File: src/hw/rtl/kdhr_pkg.sv
// Package for the key debounce / hold / repeat block.
// Holds key mode encoding, register indexes, reset values and the item structs.
// No dependencies.
package kdhr_pkg;

   // Key mode, also the key_state field of a result item
   typedef enum logic [1:0] {
      KEY_RELEASED = 2'd0,
      KEY_PRESSED  = 2'd1,
      KEY_HELD     = 2'd2
   } key_mode_type;

   // Configuration register indexes
   typedef enum logic [1:0] {
      CSR_LOCKOUT_MS      = 2'd0,
      CSR_HOLD_DELAY_MS   = 2'd1,
      CSR_REPEAT_INTERVAL = 2'd2,
      CSR_EVENT_ENABLE    = 2'd3
   } csr_index_type;

   localparam int unsigned CNT_W    = 16;
   localparam int unsigned EVENT_W  = 6;
   localparam int unsigned REQ_W    = 8;
   localparam int unsigned RSP_W    = 8;

   localparam logic [CNT_W-1:0]   LOCKOUT_RESET  = 16'd5;
   localparam logic [CNT_W-1:0]   HOLD_RESET     = 16'd500;
   localparam logic [CNT_W-1:0]   REPEAT_RESET   = 16'd500;
   localparam logic [EVENT_W-1:0] ENABLE_RESET   = 6'd0;
   localparam logic [CNT_W-1:0]   CNT_MAX        = 16'hFFFF;

   // Event mask bit positions
   localparam int unsigned EV_PRESSED  = 0;
   localparam int unsigned EV_CLICKED  = 1;
   localparam int unsigned EV_HELD     = 2;
   localparam int unsigned EV_REPEATED = 3;
   localparam int unsigned EV_LONG     = 4;
   localparam int unsigned EV_RELEASED = 5;

   // One tick input item
   typedef struct packed {
      logic edge_seen;
      logic level_low;
   } tick_type;

   // Configuration seen by the key logic
   typedef struct packed {
      logic [CNT_W-1:0]   lockout_ms;
      logic [CNT_W-1:0]   hold_delay_ms;
      logic [CNT_W-1:0]   repeat_interval_ms;
      logic [EVENT_W-1:0] event_enable;
   } cfg_type;

   // One result item; events indexed by the EV_* positions
   typedef struct packed {
      logic [EVENT_W-1:0] events;
      key_mode_type       key_state;
   } result_type;

   function automatic logic [CNT_W-1:0] sat_inc(input logic [CNT_W-1:0] v);
      sat_inc = (v == CNT_MAX) ? CNT_MAX : v + 1'b1;
   endfunction

endpackage

File: src/hw/rtl/kdhr_csr.sv
// Configuration register file of the key debounce block.
// Depends on kdhr_pkg.
module kdhr_csr (
   input  logic                   clock,
   input  logic                   reset,
   input  logic                   csr_valid,
   output logic                   csr_ready,
   input  logic [1:0]             csr_index,
   input  logic [15:0]            csr_data,
   output kdhr_pkg::cfg_type      cfg
);
   import kdhr_pkg::*;

   cfg_type cfg_ff;
   cfg_type cfg_in;

   assign csr_ready = 1'b1;
   assign cfg       = cfg_ff;

   // Register write decode
   always_comb begin
      cfg_in = cfg_ff;
      if (csr_valid) begin
         unique case (csr_index_type'(csr_index))
            CSR_LOCKOUT_MS:      cfg_in.lockout_ms         = csr_data;
            CSR_HOLD_DELAY_MS:   cfg_in.hold_delay_ms      = csr_data;
            CSR_REPEAT_INTERVAL: cfg_in.repeat_interval_ms = csr_data;
            CSR_EVENT_ENABLE:    cfg_in.event_enable       = csr_data[EVENT_W-1:0];
            default:             cfg_in = cfg_ff;
         endcase
      end
   end

   always_ff @(posedge clock) begin
      if (reset) begin
         cfg_ff.lockout_ms         <= LOCKOUT_RESET;
         cfg_ff.hold_delay_ms      <= HOLD_RESET;
         cfg_ff.repeat_interval_ms <= REPEAT_RESET;
         cfg_ff.event_enable       <= ENABLE_RESET;
      end else begin
         cfg_ff <= cfg_in;
      end
   end

endmodule

File: src/hw/rtl/kdhr_fsm.sv
// Key state machine with lockout and press counters.
// Computes one result per tick from the current state; state advances on step.
// Depends on kdhr_pkg.
module kdhr_fsm (
   input  logic                    clock,
   input  logic                    reset,
   input  logic                    step,
   input  kdhr_pkg::tick_type      tick,
   input  kdhr_pkg::cfg_type       cfg,
   output kdhr_pkg::result_type    result
);
   import kdhr_pkg::*;

   key_mode_type     mode_ff,       mode_in;
   logic             lk_active_ff,  lk_active_in;
   logic [CNT_W-1:0] lk_elapsed_ff, lk_elapsed_in;
   logic [CNT_W-1:0] press_ff,      press_in;

   logic             lk_run;
   logic [CNT_W-1:0] lk_cnt;
   logic [CNT_W-1:0] press_cnt;
   logic             settled;
   logic             is_held;
   logic [CNT_W-1:0] press_limit;
   logic             press_over;
   logic [EVENT_W-1:0] ev;

   // Counters advance first, then an edge may start a lockout
   always_comb begin
      press_cnt = sat_inc(press_ff);
      lk_run    = lk_active_ff | tick.edge_seen;
      if (!lk_active_ff && tick.edge_seen) begin
         lk_cnt = '0;
      end else if (lk_active_ff) begin
         lk_cnt = sat_inc(lk_elapsed_ff);
      end else begin
         lk_cnt = lk_elapsed_ff;
      end
      settled     = lk_run && (lk_cnt > cfg.lockout_ms);
      is_held     = (mode_ff == KEY_HELD);
      press_limit = is_held ? cfg.repeat_interval_ms : cfg.hold_delay_ms;
      press_over  = press_cnt > press_limit;
   end

   // Next state
   always_comb begin
      mode_in       = mode_ff;
      lk_active_in  = lk_run;
      lk_elapsed_in = lk_cnt;
      press_in      = press_cnt;
      unique case (mode_ff)
         KEY_PRESSED, KEY_HELD: begin
            if (lk_run) begin
               if (settled) begin
                  if (!tick.level_low) begin
                     mode_in = KEY_RELEASED;
                  end
                  lk_active_in = 1'b0;
               end
            end else if (press_over) begin
               mode_in  = KEY_HELD;
               press_in = '0;
            end
         end
         default: begin
            if (settled) begin
               if (tick.level_low) begin
                  mode_in  = KEY_PRESSED;
                  press_in = '0;
               end else begin
                  mode_in = KEY_RELEASED;
               end
               lk_active_in = 1'b0;
            end
         end
      endcase
   end

   // Event outputs
   always_comb begin
      ev = '0;
      unique case (mode_ff)
         KEY_PRESSED, KEY_HELD: begin
            if (lk_run) begin
               if (settled && !tick.level_low) begin
                  ev[EV_LONG]     = is_held;
                  ev[EV_CLICKED]  = !is_held;
                  ev[EV_RELEASED] = 1'b1;
               end
            end else if (press_over) begin
               ev[EV_HELD]     = !is_held;
               ev[EV_REPEATED] = 1'b1;
            end
         end
         default: begin
            ev[EV_PRESSED] = settled && tick.level_low;
         end
      endcase
      result.key_state = mode_in;
      result.events    = ev & cfg.event_enable;
   end

   always_ff @(posedge clock) begin
      if (reset) begin
         mode_ff       <= KEY_RELEASED;
         lk_active_ff  <= 1'b0;
         lk_elapsed_ff <= '0;
         press_ff      <= '0;
      end else if (step) begin
         mode_ff       <= mode_in;
         lk_active_ff  <= lk_active_in;
         lk_elapsed_ff <= lk_elapsed_in;
         press_ff      <= press_in;
      end
   end

endmodule

File: src/hw/rtl/key_debounce_hold_repeat_core.sv
// Top level of the key debouncer with hold and auto-repeat.
// Instantiates kdhr_csr and kdhr_fsm; depends on kdhr_pkg.
//
// Usage:
//   req_*  : one item per millisecond tick. req_tdata[0] = pin level low
//            (pressed), req_tdata[1] = edge seen during the tick.
//   rsp_*  : one result item per tick: key state after the tick and the
//            one-tick events pressed, clicked, held, repeated, long click,
//            released, each gated by the event enable mask.
//   csr_*  : register writes, index 0 lockout, 1 hold delay, 2 repeat
//            interval, 3 event enable. Always ready; write only while idle.
// Path: a tick is held in an input register, runs through the key logic
//   and lands in the result register, which drives rsp_tvalid.
// Throughput: one tick per cycle while rsp_tready is high; the key state and
//   both counters update in the same cycle the tick leaves the input register.
// Reset: key released, no lockout, counters cleared, registers at defaults.
// Stall: while rsp_tready is low the result holds; one more tick waits in
//   the input register, then req_tready drops.
module key_debounce_hold_repeat_core (
   input  logic        clock,
   input  logic        reset,
   input  logic        req_tvalid,
   output logic        req_tready,
   input  logic [7:0]  req_tdata,   // [0] level_low, [1] edge_seen, [7:2] zero
   output logic        rsp_tvalid,
   input  logic        rsp_tready,
   output logic [7:0]  rsp_tdata,   // [1:0] key_state, [2] pressed_event,
                                    // [3] clicked_event, [4] held_event,
                                    // [5] repeated_event, [6] long_click_event,
                                    // [7] released_event
   input  logic        csr_valid,
   output logic        csr_ready,
   input  logic [1:0]  csr_index,
   input  logic [15:0] csr_data
);
   import kdhr_pkg::*;

   cfg_type    cfg;
   result_type result;

   logic       in_valid_ff, in_valid_in;
   tick_type   in_tick_ff;
   logic       out_valid_ff, out_valid_in;
   result_type out_ff;
   logic       out_load;
   logic       step;

   kdhr_csr u_csr (
      .clock     (clock),
      .reset     (reset),
      .csr_valid (csr_valid),
      .csr_ready (csr_ready),
      .csr_index (csr_index),
      .csr_data  (csr_data),
      .cfg       (cfg)
   );

   kdhr_fsm u_fsm (
      .clock  (clock),
      .reset  (reset),
      .step   (step),
      .tick   (in_tick_ff),
      .cfg    (cfg),
      .result (result)
   );

   // Pipeline handshake: input register feeds the result register
   always_comb begin
      out_load     = !out_valid_ff || rsp_tready;
      step         = in_valid_ff && out_load;
      req_tready   = !in_valid_ff || step;
      in_valid_in  = (req_tvalid && req_tready) || (in_valid_ff && !step);
      out_valid_in = step || (out_valid_ff && !rsp_tready);
   end

   always_ff @(posedge clock) begin
      if (reset) begin
         in_valid_ff  <= 1'b0;
         out_valid_ff <= 1'b0;
      end else begin
         in_valid_ff  <= in_valid_in;
         out_valid_ff <= out_valid_in;
      end
   end

   // Payload registers
   always_ff @(posedge clock) begin
      if (req_tvalid && req_tready) begin
         in_tick_ff.level_low <= req_tdata[0];
         in_tick_ff.edge_seen <= req_tdata[1];
      end
      if (step) begin
         out_ff <= result;
      end
   end

   assign rsp_tvalid = out_valid_ff;
   assign rsp_tdata  = {out_ff.events, out_ff.key_state};

`ifndef SYNTHESIS
   // Each event must agree with the key state it leaves behind; a processed tick must leave a result
   a_pressed_state: assert property (@(posedge clock) disable iff (reset)
      rsp_tvalid && out_ff.events[EV_PRESSED] |-> out_ff.key_state == KEY_PRESSED)
      else $error("pressed event without pressed state");
   a_release_state: assert property (@(posedge clock) disable iff (reset)
      rsp_tvalid && (out_ff.events[EV_CLICKED] || out_ff.events[EV_LONG]
                     || out_ff.events[EV_RELEASED])
      |-> out_ff.key_state == KEY_RELEASED)
      else $error("release event without released state");
   a_held_state: assert property (@(posedge clock) disable iff (reset)
      rsp_tvalid && (out_ff.events[EV_HELD] || out_ff.events[EV_REPEATED])
      |-> out_ff.key_state == KEY_HELD)
      else $error("hold or repeat event outside held state");
   a_step_fills: assert property (@(posedge clock) disable iff (reset)
      step |=> rsp_tvalid)
      else $error("processed tick left no result");
`endif

endmodule

File: config.mk
export PLATFORM = sky130hd
export DESIGN_NAME = key_debounce_hold_repeat_core
export DESIGN_NICKNAME = d
export VERILOG_FILES = /design/src/hw/rtl/kdhr_pkg.sv /design/src/hw/rtl/kdhr_csr.sv /design/src/hw/rtl/kdhr_fsm.sv /design/src/hw/rtl/key_debounce_hold_repeat_core.sv
export SDC_FILE = /design/constraint.sdc
export NUM_CORES = 1
export LEC_CHECK = 0
export ABC_CLOCK_PERIOD_IN_PS = 6900
export BUFFER_PORTS_ARGS = -buffer_cell sky130_fd_sc_hd__clkbuf_2
export CAP_MARGIN = 20
export CORE_MARGIN = 2
export CORE_UTILIZATION = 45
export CTS_CLUSTER_DIAMETER = 40
export DETAILED_ROUTE_END_ITERATION = 16
export PLACE_DENSITY_LB_ADDON = 0.15
export SLEW_MARGIN = 40
export SYNTH_ARGS = -nofsm -noshare
export SYNTH_HDL_FRONTEND = slang
export SYNTH_SLANG_ARGS = --single-unit
export TNS_END_PERCENT = 50
File: constraint.sdc
create_clock -name clock -period 6.9 [get_ports clock]
set_input_delay 1.38 -clock clock [delete_from_list [all_inputs] [get_ports clock]]
set_output_delay 1.38 -clock clock [all_outputs]
set_load 0.03 [all_outputs]
; After elaboration in Yosys (flattened, before gate mapping)
; Cells that the tools add are included.
[word_totals]
ff_bits = 101
in_bits = 31
[op_classes]
n_eq_ne = 7
n_reduce_logical = 25
n_mux = 29
addsub = 2
bitwise_logic = 2
n_lt_le_gt_ge = 2
[ops]
columns = cell, n
row1 = $mux 16, 10
row2 = $add 16x1->16 const B, 2
row3 = $eq 16x16->1 const B, 2
row4 = $gt 16x16->1, 2
row5 = $mux 2, 10
row6 = $logic_and 1x1->1, 8
row7 = $mux 1, 8
row8 = $reduce_and 2->1, 4
row9 = $logic_not 1->1, 7
row10 = $and 6x6->6, 1
row11 = $eq 2x2->1 const B, 3
row12 = $mux 5, 1
row13 = $eq 2x1->1 const B, 2
row14 = $logic_or 1x1->1, 4
row15 = $logic_not 2->1, 1
row16 = $reduce_or 2->1, 1
row17 = $or 1x1->1, 1

; Longest topological paths before layout
[depth]
depth_word = 11
depth_mapped = 17
ltp_nobuf = 15

; Modules after synthesis
; From an unflattened synthesis, not the netlist that was laid out.
[unflattened]
hier_cells = 624
area_unflattened_um2 = 5769.3
[by_module_without_submodules]
columns = module, n_inst, area_each_um2, cells_per_inst, seq_area_each_um2
row1 = kdhr_fsm, 1, 3181.8, 397, 700.7
row2 = kdhr_csr, 1, 2183.3, 207, 1081.0
row3 = key_debounce_hold_repeat_core, 1, 404.1, 20, 340.3

; Least setup slack after synthesis
; Ideal clock, no wire load.
[synth_timing]
path_kind = reg2reg
start = register u_fsm.lk_elapsed_ff[0]
end = register u_fsm.press_ff[10]
path_slack_ps = 3245
path_stages_with_launch = 18
arrival_ps = 3585
n_path_buf = 3
cell_sequence = dfxtp_1 > ha_1 > and4_1 > buf_2 > nand2_1 > nor3_2 > nand4_1 > buf_2 > a21oi_1 > ha_1 > nand4_1 > nor4_4 > a21boi_2 > a2111o_1 > a31oi_1 > buf_2 > nand3_1 > a21oi_1
[synth_between]
elab_chain_cells = 8
word_cells_on_any_way = 9
[synth_lines]
columns = item, line_no
row1 = "start, declared", kdhr_fsm.sv:16  ; logic [CNT_W-1:0] lk_elapsed_ff, lk_elapsed_in;
row2 = "start signal, assigned", kdhr_fsm.sv:112  ; lk_elapsed_ff <= lk_elapsed_in;
row3 = $add 16x1->16 / $eq 16x16->1 (equally long branches), kdhr_pkg.sv:61  ; sat_inc = (v == CNT_MAX) ? CNT_MAX : v + 1'b1;
row4 = $mux 16 (*), kdhr_pkg.sv:61
row5 = $mux 16 (*), kdhr_fsm.sv:34  ; end else if (lk_active_ff) begin
row6 = $mux 16 (*), kdhr_fsm.sv:32  ; if (!lk_active_ff && tick.edge_seen) begin
row7 = net u_fsm.lk_cnt[11], kdhr_fsm.sv:20  ; logic [CNT_W-1:0] lk_cnt;
row8 = $gt 16x16->1 (*), kdhr_fsm.sv:39  ; settled = lk_run && (lk_cnt > cfg.lockout_ms);
row9 = $logic_and 1x1->1 (*), kdhr_fsm.sv:39
row10 = $mux 16 (*), kdhr_fsm.sv:66  ; if (settled) begin
row11 = $mux 16 (*), kdhr_fsm.sv:51  ; unique case (mode_ff)
row12 = "end signal, assigned", kdhr_fsm.sv:113  ; press_ff <= press_in;
row13 = "end, declared", kdhr_fsm.sv:17  ; logic [CNT_W-1:0] press_ff, press_in;
; Mark *: on every way through the listed nets, which the timed path passes. The rest lies on a longest branch.
; A chain may end at the register's enable or synchronous reset.

; Final worst setup path
[layout_timing]
start = register u_fsm.lk_elapsed_ff[0]
end = register u_fsm.mode_ff[0]
[layout_between]
elab_chain_cells = 9
word_cells_on_any_way = 11
[layout_lines]
columns = item, line_no
row1 = $add 16x1->16 / $eq 16x16->1 (equally long branches), kdhr_pkg.sv:61
row2 = $mux 16 (*), kdhr_pkg.sv:61
row3 = $mux 16 (*), kdhr_fsm.sv:34
row4 = $mux 16 (*), kdhr_fsm.sv:32
row5 = net u_fsm.lk_cnt[10], kdhr_fsm.sv:20
row6 = $gt 16x16->1 (*), kdhr_fsm.sv:39
row7 = $logic_and 1x1->1 (*), kdhr_fsm.sv:39
row8 = $mux 2, kdhr_fsm.sv:54  ; if (settled) begin
row9 = $mux 2, kdhr_fsm.sv:53  ; if (lk_run) begin
row10 = $mux 2 (*), kdhr_fsm.sv:51
row11 = "end signal, assigned", kdhr_fsm.sv:110  ; mode_ff <= mode_in;
row12 = "end, declared", kdhr_fsm.sv:14  ; key_mode_type mode_ff, mode_in;
; Marks and branches as above.

==> results by group <==
Placed design
  – Post-DP HPWL: 9230 um
  – Placement Setup Slack: 2360 ps
  – Final GP Congestion: 0.836
  – Buffers on Ports: 34

GRT
  – Vias in the first global route: 4362
  – First-pass GRT wire length: 21200 um
  – Grt ovf: 0
  – Tot GR Track Use: 20.9%
  – Initial antenna violation count: 0
  – Largest net degree at the start of global routing: 55

CTS
  – Clk slew on worst S/H paths: 70 ps
  – CTS Hold Bufs: 0
  – Buffer count from post-CTS setup fixing: 0
  – Clk_lat worst skew: 360 ps
  – Clock Path Buffers: 2
  – H-tree Lvls: 3
  – Clock sinks: 101
  – Total clock buffers created by CTS: 9
  – CTS tree: done
  – Clk root buf: clkbuf_16
  – Post_cts resized: 0

Synth
  – Synth Flop Type: dfxtp_1
  – Syn nets: 742
  – Synth area leader: dfxtp_1
  – Netlist cell types: 56
  – Top cell type's share of synthesized area: 33.7%
  – Sequential-to-total area share from yosys stat: 39.2%
  – Seq cells post-synth: 101
  – Post-synthesis average cell area: 8.00 um^2
  – Synth top area cells: dfxtp_1, nand2_1, a21oi_1, ha_1, edfxtp_1
  – EDFF count, synth: 10
  – Async SR Flop Fraction: 0%
  – Yosys warnings: 0
  – Syn Inst Count: 676
  – Synthesized area: 5410 um^2

Detailed routing
  – Initial DRC count: 271
  – DRC Markers: 0
  – Routed WL per cell: 15.3 um
  – Routed Antenna Nets: 0
  – Router iterations before antenna repair: 5
  – Via count: 4688
  – Via/cell ratio: 5.56
  – Total Wirelength: 12900 um

Worst setup path
  – Setup CP Type: flip-flop to flip-flop
  – Worst Path Max Fanout: 15
  – Slowest cell on the critical path: a2111oi_1
  – CP Launch Type: flip-flop
  – Worst Setup End Kind: flip-flop
  – Worst path max stage delay: 680 ps
  – CP startpoint: u_fsm.lk_elapsed_ff[0]
  – Critical Path RT: 7150 ps
  – Beginning of the worst register-to-register path: u_fsm.lk_elapsed_ff[0]
  – Worst-path cell chain: ha_1, and4_1, nand2_1, nor3_2, nand4_1, a21oi_1, ha_1, nand4_1, nor4_4, a21boi_2, a2111oi_1, nor2_1, a22o_1, a22o_1
  – Worst path arrival time: 4980 ps

Floorplanning
  – Die height: 114 um
  – Row count: 40
  – Die area: 12900 um^2
  – CORE AREA: 11900 um^2
  – Initial core utilization: 45.6%
  – Die width: 114 um
  – Top Ports: 42

STA
  – Clock skew: 9.78 ps
  – Slew headroom: 51.0%
  – Slew Viols, Final: 0
  – Fin crit period: 4730 ps
  – Hold Vio Cnt, Final: 0
  – Final setup margin: 2170 ps
  – Setup TNS: 0 ps
  – Fmax: 211 MHz
  – Final setup vio count: 0
  – Final worst path period share: 68.6%
  – Worst slew pin tran: 734 ps
  – RSZ-0062 raised after global routing: false

Cells and area
  – Inserted Diodes: 0
  – # nets final: 757
  – Filler cells: 1169
  – P&R area growth vs syn: 10.8%
  – Share of cells above drive strength 1: 10.3%
  – Sequential cell area: 2120 um^2
  – Area occupied by multi-input gates: 3070 um^2

Power and ir drop
  – Lkg Pwr: 2.34 nW
  – Worst VDD drop: 0.136 mV
  – Power density cells: 210 nW/um^2

Min path
  – Min-delay src: u_csr.cfg[35]
  – Hold/Removal Path Class: flip-flop to flip-flop

Run
  – Number of max-cap violations: 0

Run status
  – Outcome: finished clean
-- area by class of cell --
type / count / share of cell area, %
multi-input cells: 515 / 51.2
flip-flops and latches: 101 / 35.4
clock buffers: 11 / 4.24
repair buffers: 40 / 3.59
well taps: 147 / 3.07
inverters: 24 / 1.50
clock inverters: 5 / 0.940
-- logic make-up after synthesis --
group | count (synthesis) | share of synthesized area [%]
AO/OA/AOI/OAI | 139 | 15.1
buffers and inverters | 60 | 4.30
other | 1 | 0.0693
adder cells (fa/ha/maj) | 35 | 8.10
XOR/XNOR | 20 | 3.24
flip-flops | 101 | 39.2
multiplexers | 23 | 4.28
AND/OR/NAND/NOR | 297 | 25.7
-- Yosys cell counts, types with 3 or more instances --
master    count
ha_1         35
nand2_1     154
dfxtp_1      91
a21oi_1      89
nand3b_1     11
nand3_1      33
a311oi_1      5
clkbuf_1     32
a31oi_1       6
and4_1        3
nand2b_1      3
mux2i_1      22
edfxtp_1     10
inv_1        22
nor3_1       10
a21o_1        4
nor3b_1       3
a211o_1       3
nor2_1       42
buf_2         3
or2_2         3
o21ai_0      12
and3_1        7
xor2_1       10
xnor2_1      10
nor2b_1       6
and2_1        3
nand4_1       7
-- state kept, by name, indices dropped and copies added (netlist names) --
register / flops
in_valid_ff: 1
u_csr.cfg: 54
u_fsm.mode_ff: 2
rsp_tdata: 8
in_tick_ff: 2
u_fsm.lk_elapsed_ff: 16
rsp_tvalid: 1
u_fsm.press_ff: 16
u_fsm.lk_active_ff: 1
-- path summary, 6_finish.rpt --
check             slack, ps               end  depth (start not counted)
setup reg to reg       2170  u_fsm.mode_ff[0]                         14
hold / removal          450     u_csr.cfg[35]                          2
hold reg to reg         450     u_csr.cfg[35]                          2
setup / recovery       2170  u_fsm.mode_ff[0]                         14
-- routing by layer --
metal | vias to the layer above | routed length (um) | GRT usage, %
li1 | 2376 | - | -
met1 | 2205 | 6240 | 28.8
met2 | 93 | 5860 | 32.1
met3 | 14 | 579 | 3.88
met4 | 0 | 260 | 8.94
met5 | - | 0 | 0
-- stage by stage --
step	cells	util [%]	hold slack, ps	instance area (um^2)	power (mW)
after floorplan	676	-	433	5410	0.702
after global placement	827	47.8	440	5670	0.734
after detailed placement	827	47.9	443	5680	0.738
after CTS	843	50.5	456	5990	1.27
after global routing	843	50.5	475	5990	1.31
final	843	50.5	454	5990	1.26
-- worst max-delay path: cells and delay by family (launching register included) --
kind,cells,cell delay (ps)
AO/OA/AOI/OAI,5,1670
adder cells (fa/ha/maj),2,530
flip-flops,1,450
AND/OR/NAND/NOR,7,1960
-- report_power, final --
group / switching, mW / internal [mW] / leakage, nW / total [mW]
combinational: 0.0711 / 0.0362 / 1.35 / 0.107
clock: 0.231 / 0.303 / 0.147 / 0.534
sequential: 0.00931 / 0.608 / 0.836 / 0.618
total: 0.311 / 0.948 / 2.34 / 1.26
-- cell usage in the layout (no fill, tap or decap), types with 11 or more instances in the layout --
cell      count
nor2_1       40
dfxtp_1      91
mux2i_1      22
nand3b_1     11
clkbuf_2     34
inv_1        22
nand3_1      33
o21ai_0      12
ha_1         35
nand2_1     154
a21oi_1      89
No activity file was read; power rests on OpenSTA's default activity.
